===== config.mk =====
export PLATFORM = sky130hd
export DESIGN_NAME = key_matrix_debounce_events_flat
export DESIGN_NICKNAME = d
export VERILOG_FILES = /design/src/design/kmd_pkg.sv /design/src/design/kmd_sample_if.sv /design/src/design/kmd_event_if.sv /design/src/design/kmd_ram.sv /design/src/design/key_matrix_debounce_events.sv /design/src/flat_wrapper.sv
export VERILOG_INCLUDE_DIRS = /design/src /design/src/design
export SDC_FILE = /design/constraint.sdc
export NUM_CORES = 1
export LEC_CHECK = 0
export BUFFER_PORTS_ARGS = -buffer_cell sky130_fd_sc_hd__buf_4
export CAP_MARGIN = 20
export CORE_MARGIN = 1.5
export CORE_UTILIZATION = 25
export CTS_CLUSTER_SIZE = 12
export DETAILED_ROUTE_END_ITERATION = 12
export PLACE_DENSITY_LB_ADDON = 0.12
export SYNTH_ARGS = -nofsm -noshare
export SYNTH_HDL_FRONTEND = slang
export SYNTH_SLANG_ARGS = --single-unit

===== constraint.sdc =====
create_clock -name clk -period 13.9 [get_ports clk]
set_input_delay 2.085 -clock clk [delete_from_list [all_inputs] [get_ports clk]]
set_output_delay 2.085 -clock clk [all_outputs]
set_load 0.03 [all_outputs]

===== src/design/key_matrix_debounce_events_macros.svh =====
// ============================================================================
// Assertion macros for the key matrix debouncer
// Implication and next-cycle checks, compiled out when ASSERT_OFF is set.
// ============================================================================
`ifndef KEY_MATRIX_DEBOUNCE_EVENTS_MACROS_SVH
`define KEY_MATRIX_DEBOUNCE_EVENTS_MACROS_SVH

`ifndef ASSERT_OFF
`define KMD_ASSERT_IMP(label, clk_i, rst_ni, pre, post) \
    label: assert property (@(posedge clk_i) disable iff (!rst_ni) (pre) |-> (post)) \
        else $error("kmd check failed");
`define KMD_ASSERT_NEXT(label, clk_i, rst_ni, pre, post) \
    label: assert property (@(posedge clk_i) disable iff (!rst_ni) (pre) |=> (post)) \
        else $error("kmd check failed");
`else
`define KMD_ASSERT_IMP(label, clk_i, rst_ni, pre, post)
`define KMD_ASSERT_NEXT(label, clk_i, rst_ni, pre, post)
`endif

`endif


===== src/design/kmd_pkg.sv =====
// ============================================================================
// kmd_pkg
// Types and constants shared by the key matrix debouncer.
// ============================================================================
package kmd_pkg;

    localparam int ROW_W        = 3;
    localparam int COL_W        = 4;
    localparam int COUNT_W      = 4;
    localparam int PADDR_W      = 3;
    localparam int PDATA_W      = 32;
    localparam int REG_ADDR_LSB = 2;

    typedef logic [ROW_W-1:0]   row_t;
    typedef logic [COL_W-1:0]   col_t;
    typedef logic [COUNT_W-1:0] count_t;
    typedef logic [PADDR_W-REG_ADDR_LSB-1:0] reg_idx_t;

    localparam reg_idx_t REG_DEBOUNCE_LIMIT = reg_idx_t'(0);
    localparam count_t   LIMIT_RESET        = count_t'(5);
    localparam count_t   LIMIT_MIN          = count_t'(1);

    typedef enum logic [1:0] {
        EV_NONE    = 2'd0,
        EV_PRESS   = 2'd1,
        EV_RELEASE = 2'd2
    } ev_kind_t;

    typedef enum logic {
        ST_CLEAR = 1'b0,
        ST_RUN   = 1'b1
    } state_t;

    typedef struct packed {
        logic   stable;
        count_t count;
    } key_entry_t;

endpackage


===== src/design/kmd_sample_if.sv =====
// ============================================================================
// kmd_sample_if
// Raw key sample channel: one matrix position and its sampled level.
// ============================================================================
interface kmd_sample_if;
    logic          valid;
    logic          ready;
    kmd_pkg::row_t key_row;
    kmd_pkg::col_t key_col;
    logic          raw_pressed;

    modport source (output valid, output key_row, output key_col, output raw_pressed,
                    input ready);
    modport sink   (input valid, input key_row, input key_col, input raw_pressed,
                    output ready);
endinterface


===== src/design/kmd_event_if.sv =====
// ============================================================================
// kmd_event_if
// Key event channel: press, release or none, with key coordinates.
// ============================================================================
interface kmd_event_if;
    logic              valid;
    logic              ready;
    kmd_pkg::ev_kind_t event_kind;
    kmd_pkg::row_t     event_row;
    kmd_pkg::col_t     event_col;

    modport source (output valid, output event_kind, output event_row, output event_col,
                    input ready);
    modport sink   (input valid, input event_kind, input event_row, input event_col,
                    output ready);
endinterface


===== src/design/kmd_ram.sv =====
// ============================================================================
// kmd_ram
// Simple dual-port RAM, one write port and one registered read port.
// ============================================================================
module kmd_ram #(
    parameter int WIDTH = 8,
    parameter int DEPTH = 16
) (
    input  logic                                 clk,
    input  logic                                 we,
    input  logic [(DEPTH > 1 ? $clog2(DEPTH) : 1)-1:0] waddr,
    input  logic [WIDTH-1:0]                     wdata,
    input  logic                                 re,
    input  logic [(DEPTH > 1 ? $clog2(DEPTH) : 1)-1:0] raddr,
    output logic [WIDTH-1:0]                     rdata
);

    logic [WIDTH-1:0] mem_reg [DEPTH];
    logic [WIDTH-1:0] rdata_reg;

    always_ff @(posedge clk)
    begin
        if (we)
        begin
            mem_reg[waddr] <= wdata;
        end
        if (re)
        begin
            rdata_reg <= mem_reg[raddr];
        end
    end

    assign rdata = rdata_reg;

endmodule


===== src/design/key_matrix_debounce_events.sv =====
// ============================================================================
// key_matrix_debounce_events
// Per-key saturating integrator debounce with one press, release or none word per sample.
// ============================================================================
//  channel   | dir | handshake     | payload
//  ----------+-----+---------------+-----------------------------------------
//  samples   | in  | valid/ready   | key_row, key_col, raw_pressed
//  events    | out | valid/ready   | event_kind, event_row, event_col
//  apb       | in  | psel/penable  | debounce_limit at byte address 0
//
//  One word per cycle sustained while events.ready holds; result valid from the result register after s1.
//  RAM read on the accept edge, update and result register on the edge that advances s1.
//  Key state RAM: one read and one write port, same-key hazard forwarded.
//  After reset a clearing pass over all ROWS*COLS keys holds samples.ready low.
//  A stalled events word holds the update stage; samples.ready follows it.
// ============================================================================
module key_matrix_debounce_events #(
    parameter int ROWS = 8,
    parameter int COLS = 16
) (
    input  logic                         clk,
    input  logic                         rst_n,
    input  logic                         psel,
    input  logic                         penable,
    input  logic                         pwrite,
    input  logic [kmd_pkg::PADDR_W-1:0]  paddr,
    input  logic [kmd_pkg::PDATA_W-1:0]  pwdata,
    output logic [kmd_pkg::PDATA_W-1:0]  prdata,
    output logic                         pready,
    kmd_sample_if.sink                   samples,
    kmd_event_if.source                  events
);

    import kmd_pkg::*;

`include "key_matrix_debounce_events_macros.svh"

    localparam int KEYS    = ROWS * COLS;
    localparam int IDX_W   = (KEYS > 1) ? $clog2(KEYS) : 1;
    localparam int ENTRY_W = $bits(key_entry_t);

    // configuration
    count_t   limit_reg;
    logic     cfg_wr;
    reg_idx_t cfg_idx;

    assign pready  = 1'b1;
    assign cfg_idx = paddr[PADDR_W-1:REG_ADDR_LSB];
    assign cfg_wr  = psel & penable & pwrite & pready;

    always_ff @(posedge clk or negedge rst_n)
    begin
        if (!rst_n)
        begin
            limit_reg <= LIMIT_RESET;
        end
        else if (cfg_wr && (cfg_idx == REG_DEBOUNCE_LIMIT))
        begin
            limit_reg <= pwdata[COUNT_W-1:0];
        end
    end

    assign prdata = (cfg_idx == REG_DEBOUNCE_LIMIT) ? PDATA_W'(limit_reg) : '0;

    // clearing sequencer
    state_t           state_reg;
    state_t           state_next;
    logic [IDX_W-1:0] clr_idx_reg;
    logic [IDX_W-1:0] clr_idx_next;
    logic             clearing;

    always_ff @(posedge clk or negedge rst_n)
    begin
        if (!rst_n)
        begin
            state_reg   <= ST_CLEAR;
            clr_idx_reg <= '0;
        end
        else
        begin
            state_reg   <= state_next;
            clr_idx_reg <= clr_idx_next;
        end
    end

    always_comb
    begin
        state_next   = state_reg;
        clr_idx_next = clr_idx_reg;
        clearing     = 1'b0;
        unique case (state_reg)
            ST_CLEAR:
            begin
                clearing     = 1'b1;
                clr_idx_next = clr_idx_reg + 1'b1;
                if (clr_idx_reg == IDX_W'(KEYS - 1))
                begin
                    state_next   = ST_RUN;
                    clr_idx_next = '0;
                end
            end
            ST_RUN:
            begin
                clearing = 1'b0;
            end
        endcase
    end

    // handshake
    logic out_valid_reg;
    logic s1_valid_reg;
    logic out_free;
    logic s1_adv;
    logic accept;

    assign out_free      = !out_valid_reg || events.ready;
    assign s1_adv        = s1_valid_reg && out_free;
    assign samples.ready = !clearing && (!s1_valid_reg || out_free);
    assign accept        = samples.valid && samples.ready;

    // input stage
    logic             in_range;
    logic [IDX_W-1:0] in_idx;

    assign in_range = (int'(samples.key_row) < ROWS) && (int'(samples.key_col) < COLS);
    assign in_idx   = IDX_W'(int'(samples.key_row) * COLS + int'(samples.key_col));

    row_t             s1_row_reg;
    col_t             s1_col_reg;
    logic             s1_pressed_reg;
    logic             s1_in_range_reg;
    logic [IDX_W-1:0] s1_idx_reg;

    always_ff @(posedge clk or negedge rst_n)
    begin
        if (!rst_n)
        begin
            s1_valid_reg <= 1'b0;
        end
        else if (accept)
        begin
            s1_valid_reg <= 1'b1;
        end
        else if (s1_adv)
        begin
            s1_valid_reg <= 1'b0;
        end
    end

    always_ff @(posedge clk)
    begin
        if (accept)
        begin
            s1_row_reg      <= samples.key_row;
            s1_col_reg      <= samples.key_col;
            s1_pressed_reg  <= samples.raw_pressed;
            s1_in_range_reg <= in_range;
            s1_idx_reg      <= in_idx;
        end
    end

    // key state memory
    logic               ram_we;
    logic [IDX_W-1:0]   ram_waddr;
    logic [ENTRY_W-1:0] ram_wdata;
    logic [ENTRY_W-1:0] ram_rdata;
    key_entry_t         new_entry;
    logic               s1_we;

    assign s1_we     = s1_adv && s1_in_range_reg;
    assign ram_we    = clearing || s1_we;
    assign ram_waddr = clearing ? clr_idx_reg : s1_idx_reg;
    assign ram_wdata = clearing ? '0 : ENTRY_W'(new_entry);

    kmd_ram #(
        .WIDTH (ENTRY_W),
        .DEPTH (KEYS)
    ) u_state_ram (
        .clk   (clk),
        .we    (ram_we),
        .waddr (ram_waddr),
        .wdata (ram_wdata),
        .re    (accept),
        .raddr (in_idx),
        .rdata (ram_rdata)
    );

    // bypass the write that lands on the read edge
    logic               fwd_valid_reg;
    logic [IDX_W-1:0]   fwd_idx_reg;
    logic [ENTRY_W-1:0] fwd_data_reg;

    always_ff @(posedge clk or negedge rst_n)
    begin
        if (!rst_n)
        begin
            fwd_valid_reg <= 1'b0;
        end
        else if (ram_we)
        begin
            fwd_valid_reg <= 1'b1;
        end
    end

    always_ff @(posedge clk)
    begin
        if (ram_we)
        begin
            fwd_idx_reg  <= ram_waddr;
            fwd_data_reg <= ram_wdata;
        end
    end

    // integrator update
    key_entry_t cur_entry;
    count_t     lim;
    count_t     cnt_new;
    logic       at_top;
    logic       at_zero;
    ev_kind_t   ev_kind;

    assign cur_entry = (fwd_valid_reg && (fwd_idx_reg == s1_idx_reg))
                       ? key_entry_t'(fwd_data_reg) : key_entry_t'(ram_rdata);
    assign lim       = (limit_reg == '0) ? LIMIT_MIN : limit_reg;

    always_comb
    begin
        if (s1_pressed_reg)
        begin
            cnt_new = (cur_entry.count < lim) ? cur_entry.count + 1'b1 : lim;
        end
        else
        begin
            cnt_new = (cur_entry.count != '0) ? cur_entry.count - 1'b1 : '0;
        end
    end

    assign at_top  = (cnt_new == lim);
    assign at_zero = (cnt_new == '0);

    always_comb
    begin
        new_entry.count  = cnt_new;
        new_entry.stable = cur_entry.stable;
        ev_kind          = EV_NONE;
        priority if (at_top && !cur_entry.stable)
        begin
            new_entry.stable = 1'b1;
            ev_kind          = EV_PRESS;
        end
        else if (at_zero && cur_entry.stable)
        begin
            new_entry.stable = 1'b0;
            ev_kind          = EV_RELEASE;
        end
        else
        begin
            ev_kind = EV_NONE;
        end
        if (!s1_in_range_reg)
        begin
            ev_kind = EV_NONE;
        end
    end

    // result register
    ev_kind_t out_kind_reg;
    row_t     out_row_reg;
    col_t     out_col_reg;

    always_ff @(posedge clk or negedge rst_n)
    begin
        if (!rst_n)
        begin
            out_valid_reg <= 1'b0;
        end
        else if (s1_adv)
        begin
            out_valid_reg <= 1'b1;
        end
        else if (events.ready)
        begin
            out_valid_reg <= 1'b0;
        end
    end

    always_ff @(posedge clk)
    begin
        if (s1_adv)
        begin
            out_kind_reg <= ev_kind;
            out_row_reg  <= (ev_kind == EV_NONE) ? '0 : s1_row_reg;
            out_col_reg  <= (ev_kind == EV_NONE) ? '0 : s1_col_reg;
        end
    end

    assign events.valid      = out_valid_reg;
    assign events.event_kind = out_kind_reg;
    assign events.event_row  = out_row_reg;
    assign events.event_col  = out_col_reg;

    // checks
    `KMD_ASSERT_IMP(a_no_accept_while_clearing, clk, rst_n, state_reg == ST_CLEAR, !samples.ready)
    `KMD_ASSERT_IMP(a_no_event_zero_coords, clk, rst_n, out_valid_reg && (out_kind_reg == EV_NONE), (out_row_reg == '0) && (out_col_reg == '0))
    `KMD_ASSERT_IMP(a_run_write_from_update, clk, rst_n, ram_we && (state_reg == ST_RUN), s1_valid_reg && s1_in_range_reg && out_free)
    `KMD_ASSERT_NEXT(a_update_holds_on_stall, clk, rst_n, s1_valid_reg && !out_free, s1_valid_reg && $stable(s1_idx_reg))

endmodule


===== src/flat_wrapper.sv =====
// flat-port wrapper written by rule: the top's interface ports become plain ports
module key_matrix_debounce_events_flat import kmd_pkg::*;
#(
    parameter int ROWS = 8,
    parameter int COLS = 16
)
  (clk, rst_n, psel, penable, pwrite, paddr, pwdata, prdata, pready, samples_valid, samples_key_row, samples_key_col, samples_raw_pressed, samples_ready, events_valid, events_event_kind, events_event_row, events_event_col, events_ready);
  kmd_sample_if samples_i ();
  kmd_event_if events_i ();
  input  logic clk;
  input  logic rst_n;
  input  logic psel;
  input  logic penable;
  input  logic pwrite;
  input  logic [kmd_pkg::PADDR_W-1:0] paddr;
  input  logic [kmd_pkg::PDATA_W-1:0] pwdata;
  output logic [kmd_pkg::PDATA_W-1:0] prdata;
  output logic pready;
  input wire logic [$bits(samples_i.valid)-1:0] samples_valid;
  input wire logic [$bits(samples_i.key_row)-1:0] samples_key_row;
  input wire logic [$bits(samples_i.key_col)-1:0] samples_key_col;
  input wire logic [$bits(samples_i.raw_pressed)-1:0] samples_raw_pressed;
  output wire logic [$bits(samples_i.ready)-1:0] samples_ready;
  output wire logic [$bits(events_i.valid)-1:0] events_valid;
  output wire logic [$bits(events_i.event_kind)-1:0] events_event_kind;
  output wire logic [$bits(events_i.event_row)-1:0] events_event_row;
  output wire logic [$bits(events_i.event_col)-1:0] events_event_col;
  input wire logic [$bits(events_i.ready)-1:0] events_ready;
  assign samples_i.valid = samples_valid;
  assign samples_i.key_row = samples_key_row;
  assign samples_i.key_col = samples_key_col;
  assign samples_i.raw_pressed = samples_raw_pressed;
  assign samples_ready = samples_i.ready;
  assign events_valid = events_i.valid;
  assign events_event_kind = events_i.event_kind;
  assign events_event_row = events_i.event_row;
  assign events_event_col = events_i.event_col;
  assign events_i.ready = events_ready;
  key_matrix_debounce_events #(.ROWS(ROWS), .COLS(COLS)) u_core (.clk(clk), .rst_n(rst_n), .psel(psel), .penable(penable), .pwrite(pwrite), .paddr(paddr), .pwdata(pwdata), .prdata(prdata), .pready(pready), .samples(samples_i), .events(events_i));
endmodule

# == Word-level counts from Yosys, hierarchy flattened ==
# Memory sizes are Yosys's and may differ from the RTL's. A register that Yosys moved wholly into a read port is not among the register bits.
# Cells that the tools add are included.
# word_totals
register_bits,51
mem_count,1
output_inout_bits,44
ram_bits,640
elab_cells,70
in_bits,50
# classes
add_sub_neg,4
order_cmp,1
n_eq_ne,3
reduce_logical,20
muxes,22
bitwise_logic,4
# memory_table
name,words,word_bits,read_ports,rd_clocked_by_memory_dff,write_ports,line_no,rtl
u_core.u_state_ram.mem_reg,128,5,1,1,1,kmd_ram.sv:18,logic [WIDTH-1:0] mem_reg [DEPTH];
# op_table
cell,n
$mux 4,5
$mux 7,2
$mux 1,10
$mux 5,2
$logic_not 4->1,2
$add 7x1->7 const B,1
$add 7x4->7,1
$eq 7x7->1,1
$eq 7x7->1 const B,1
$logic_and 1x1->1,7
$add 4x1->4 const B,1
$eq 4x4->1,1
$logic_not 1->1,4
$lt 4x4->1,1
$mux 2,2
$reduce_bool 2->1,2
$reduce_bool 4->1,1
$sub 4x1->4 const B,1
$logic_or 1x1->1,3
$and 1x1->1,2
$logic_not 2->1,1
$not 1->1,2
$pmux 1 s2,1

# == Depth between registers and ports, before layout ==
# logic_depth
ltp_word,11
depth_mapped,16
depth_no_buf,14

# == Cells and area by module ==
# From an unflattened synthesis, not the netlist that was laid out.
# unflattened
hier_cells,1358
area_unflattened_um2,28009.4
# modules_own_cells
module,cells_per_inst,area_per_inst_um2,seq_area_each_um2,instances
kmd_ram,1090,25110.3,19368.6,1
key_matrix_debounce_events,268,2899.0,1248.7,1

# == Worst setup path before layout ==
# No wires, ideal clock.
# synth_path
kind,reg2reg
from,reg u_core.s1_idx_reg[0]
to,reg u_core.fwd_data_reg[4] (data pin)
setup_slack_ps,4129
path_buffers,1
period_less_slack_ps,9771
required_ps,12664
arrival_ps,8536
setup_time_ps,1236
stages_incl_launch_ff,14
cell_sequence,edfxtp_1 xor2_1 or4_1 buf_4 nor2_8 mux2i_1 inv_1 ha_1 a2111oi_0 a311oi_1 a311oi_1 a311o_1 nor2_1 a211oi_1
# synth_between
elab_chain_cells,11
word_cells_on_any_way,18
classes_between,add/sub (2); order compare (1); eq/ne (2); mux (7); reduce/logical (6)
# synth_lines
item,line_no,rtl
start: declaration,key_matrix_debounce_events.sv:132,logic [IDX_W-1:0] s1_idx_reg;
start signal: assignment,key_matrix_debounce_events.sv:158,s1_idx_reg <= in_idx;
$eq 7x7->1 *,key_matrix_debounce_events.sv:222,assign cur_entry = (fwd_valid_reg && (fwd_idx_reg == s1_idx_reg))
$logic_and 1x1->1 *,key_matrix_debounce_events.sv:222,
$mux 5 *,key_matrix_debounce_events.sv:223,? key_entry_t'(fwd_data_reg) : key_entry_t'(ram_rdata);
"$sub 4x1->4, or another cell as far along",key_matrix_debounce_events.sv:234,cnt_new = (cur_entry.count != '0) ? cur_entry.count - 1'b1 : '0;
$mux 4 (on tied branches),"key_matrix_debounce_events.sv:234, key_matrix_debounce_events.sv:230",
$mux 4,key_matrix_debounce_events.sv:228,if (s1_pressed_reg)
$logic_not 4->1,key_matrix_debounce_events.sv:239,assign at_zero = (cnt_new == '0);
$logic_and 1x1->1,key_matrix_debounce_events.sv:251,else if (at_zero && cur_entry.stable)
$mux 1,key_matrix_debounce_events.sv:251,
$mux 1 *,key_matrix_debounce_events.sv:246,priority if (at_top && !cur_entry.stable)
$mux 5 *,key_matrix_debounce_events.sv:173,assign ram_wdata = clearing ? '0 : ENTRY_W'(new_entry);
named net u_core.ram_wdata[4],key_matrix_debounce_events.sv:165,logic [ENTRY_W-1:0] ram_wdata;
end signal: assignment,key_matrix_debounce_events.sv:210,fwd_data_reg <= ram_wdata;
end: declaration,key_matrix_debounce_events.sv:191,logic [ENTRY_W-1:0] fwd_data_reg;
# The timed path passes the listed nets; every way through them passes the cells marked *.
# A chain may end at the register's enable or synchronous reset.

# == Final worst setup path ==
# layout_path
from,in samples_key_col[0]
to,"reg u_core.u_state_ram.rdata_reg[0], in the netlist u_core.u_state_ram.rdata[0] (read register of u_core.u_state_ram.mem_reg) (data pin)"
# layout_between
elab_chain_cells,1
# layout_lines
item,line_no,rtl
start: declaration,flat_wrapper.sv:21,input wire logic [$bits(samples_i.key_col)-1:0] samples_key_col;
$add 7x4->7,key_matrix_debounce_events.sv:126,assign in_idx = IDX_W'(int'(samples.key_row) * COLS + int'(samples.key_col));
end: declaration,kmd_ram.sv:19,logic [WIDTH-1:0] rdata_reg;
# Every way passes these cells.

==> results.md <==
* Setup violations, final at 0
* Startpoint types: input port
* WP data required at approximately 14 ns
* Hold_buf cts at 0
* R2R cell count at 15
* Post-CTS sizing at 0
* Vias per cell at approximately 4.4
* Worst slew pin tran at roughly 1.1 ns
* FF-to-FF End: u_core.u_state_ram.mem_reg[100][4]
* Setup CP Type: in -> reg
* Largest net degree at the start of global routing at ~100
* Core area at approximately 110000 um^2
* First-pass GRT wire length at ~100000 um
* Wire per inst at between 20 and 25 um
* IO Pins at between 90 and 100
* Starting Density at between 20% and 30%
* Worst EP arrival at around 6.3 ns
* Met3 usage in global routing at approximately 2.3%
* Antenna cells at 0
* Max IR drop VDD at about 0.075 mV
* Vias in the first global route at 13.93k
* Outcome: complete, no violations
* Clock sinks at between 600 and 700
* PD cells at 136.4 nW/um^2
* Setup Buffers After CTS at 0
* Flop-to-flop setup slack at 8.27 ns
* Crit path largest cell delay at roughly 0.83 ns
* Synth unique cells at 64
* Slew Limit Fails at 0
* Clk buf depth at 3
* CTS tree: done
* Die area at 113900 um^2
* Final Hold Fails at 0
* Avg Inst Size Synth at 20.44 um^2
* Die extent in y at around 340 um
* Pleak at 0.009781 uW
* Global Route met1 Usage at between 10% and 20%
* Drc violations at 0
* Ys async rst share at 2.177%
* Max FFs per register at 640
* CTS Buf Count at 80
* Post-synth top flop: edfxtp_1
* Starting DRT DRC Count at 1101
* Clk_skew at roughly 0.020 ns
* Routed wire length at about 73000 um
* Register bit total from synthesis at 689
* Grt total ovfl at 0
* Initial antenna violation count at 1
* Syn Inst Count at ~1.4k
* Post-detail-place hpwl at 44240 um
* Critical path startpoint: samples_key_col[0]
* Fin crit period at just under 6 ns
* First-pass DRT Iterations at 7
* Tcrit/Tclk final at 42.71%
* Crit. End Element: register
* Met2 global-route usage at 21.50%
* # port buffers at 34
* Worst-path clk slew at 0.06 ns
* Die span in x at 337.5 um
* Row cnt at roughly 120
* Gr usage total at 13.00%
* Synthesized area at between 20000 and 30000 um^2
* Via Count at 13.29k
* Placed insts at roughly 2.8k
* Worst path cell trace: buf_8, buf_4, buf_4, mux4_2, mux4_2, mux4_2, mux2_2
* Nets at between 1k and 1.5k
* Crit path top cell by count: mux4_2
* Relative slew slack at 24.21%
* Tightest Hold Check Type: reg -> reg
* Global route hottest layer: met2
* Crit-path slowest cell: buf_4
* Setup TNS at 0 ns
* Root buf cell: clkbuf_16
* GPL Wtd Cong at between 0.7 and 0.8
* R2R Path Start: u_core.s1_idx_reg[4]
* Yosys warnings at 0
* H-tree Lvls at 3
* Worst-path fanout max at 52
* Final non-filler cell total at about 3k
* Clock Latency Late Sink at between 0.6 and 0.7 ns
* Max-cap check violation count at 0
* Post-synth EDFFs at around 670
* Layout area overhead at 15.92%
* RSZ-0062 raised after global routing: false
* Layout cells sized above 1 at 27.70%
* F_max at between 150 and 200 MHz
* Seq/Total Area, Yosys at between 70% and 80%
* Critical path endpoint: u_core.u_state_ram.rdata[0]
* Final ANT Viol Nets at 0
==> where the power goes <==
group | switching [uW] | internal (uW)
clock network | 851 | 1160
logic | 93.5 | 64.8
registers | 5.36 | 2250
total | 950 | 3470
==> cell usage in the layout (no fill, tap or decap), types with 3 or more instances in the layout <==
| cell type | instances |
|---|---|
| edfxtp_1 | 674 |
| clkinvlp_4 | 4 |
| clkbuf_16 | 82 |
| nor2b_2 | 7 |
| nand2_1 | 42 |
| nand3_1 | 14 |
| mux2i_1 | 9 |
| mux4_2 | 210 |
| clkinv_1 | 19 |
| nor3_1 | 4 |
| a21oi_1 | 8 |
| a211oi_1 | 4 |
| clkinv_2 | 17 |
| ha_1 | 6 |
| inv_1 | 17 |
| bufinv_16 | 4 |
| buf_4 | 51 |
| nor4_1 | 4 |
| mux2_2 | 11 |
| nor2b_1 | 3 |
| o21ai_0 | 8 |
| a31oi_1 | 4 |
| nand2b_1 | 7 |
| xor2_1 | 13 |
| clkbuf_1 | 15 |
| nor2_1 | 150 |
| dfrtp_1 | 13 |
| or3_1 | 5 |
| conb_1 | 29 |
| xnor2_1 | 5 |
| or4_1 | 3 |
==> through the flow <==
step	hold slack [ns]	util [%]	power [uW]	setup WS [ns]	area [um^2]
6_report	0.5018	29.26	4423	7.963	32430
5_1_grt	0.5407	29.26	4570	7.611	32430
2_1_floorplan	0.4595	-	2415	4.129	28080
4_1_cts	0.5064	29.24	4491	7.708	32400
3_3_place_gp	0.4940	26.98	2463	6.980	29900
3_5_place_dp	0.4862	27.00	2462	7.036	29920
==> routing by layer <==
metal	up-vias	share of wire (%)
met5	-	0.018
met4	2	2.3
met3	87	4.6
met2	349	49
met1	7155	44
li1	5692	-
==> worst max-delay path, delay by kind of cell <==
family / cells / cell delay, ns
mux: 4 / 2.04
buf+inv: 3 / 2.07
==> layout make-up <==
class                   instances  area, um^2
multi-input cells             595        6949
fillers                     10860       78390
well taps                    1488        1862
flip-flops and latches        689       20620
clock buffers                  97        2108
repair buffers                 55       447.9
inverters                      18       67.56
clock inverters                48       376.6
==> cell usage after synthesis (3+ instances only) <==
| master | n | area, um^2 |
|---|---|---|
| nor2b_1 | 3 | 18.77 |
| dfrtp_1 | 13 | 325.3 |
| mux2i_1 | 9 | 90.09 |
| mux2_2 | 11 | 123.9 |
| nor4_1 | 4 | 25.02 |
| nor3_1 | 4 | 20.02 |
| or3_1 | 5 | 31.28 |
| inv_1 | 17 | 63.81 |
| a211oi_1 | 5 | 37.54 |
| mux4_2 | 210 | 4730 |
| a31oi_1 | 4 | 25.02 |
| or4_1 | 3 | 22.52 |
| edfxtp_1 | 674 | 20240 |
| xor2_1 | 13 | 113.9 |
| nand2b_1 | 9 | 56.30 |
| ha_1 | 6 | 75.07 |
| buf_2 | 11 | 55.05 |
| clkbuf_1 | 35 | 131.4 |
| nor2b_2 | 7 | 61.31 |
| o21ai_0 | 8 | 40.04 |
| nand3_1 | 16 | 80.08 |
| xnor2_1 | 5 | 43.79 |
| a21oi_1 | 8 | 40.04 |
| buf_1 | 16 | 60.06 |
| nand2_1 | 42 | 157.7 |
| buf_4 | 30 | 225.2 |
| and2_1 | 4 | 25.02 |
| nor2_1 | 152 | 570.6 |
==> worst min-delay path by stage <==
stage / from / end / cells after the start
floorplan: u_core.clr_idx_reg[2] / u_core.clr_idx_reg[2] / 1
global placement: u_core.clr_idx_reg[4] / u_core.clr_idx_reg[4] / 1
detailed placement: u_core.clr_idx_reg[2] / u_core.clr_idx_reg[2] / 1
CTS: u_core.clr_idx_reg[4] / u_core.clr_idx_reg[4] / 1
global route: u_core.clr_idx_reg[4] / u_core.clr_idx_reg[4] / 1
finish: u_core.clr_idx_reg[4] / u_core.clr_idx_reg[4] / 1
==> logic make-up after synthesis <==
family	after synthesis	synth area share, %
and+or+nand+nor	261	4.329
xor gates and xnor gates	18	0.5635
buffers and inverters	112	1.995
AOI/OAI and AO/OA	50	1.396
adders and majority gates	6	0.2683
muxes	231	17.72
DFF	689	73.70
other	2	0.02684
Note: power is estimated with default switching activity, not from simulation.
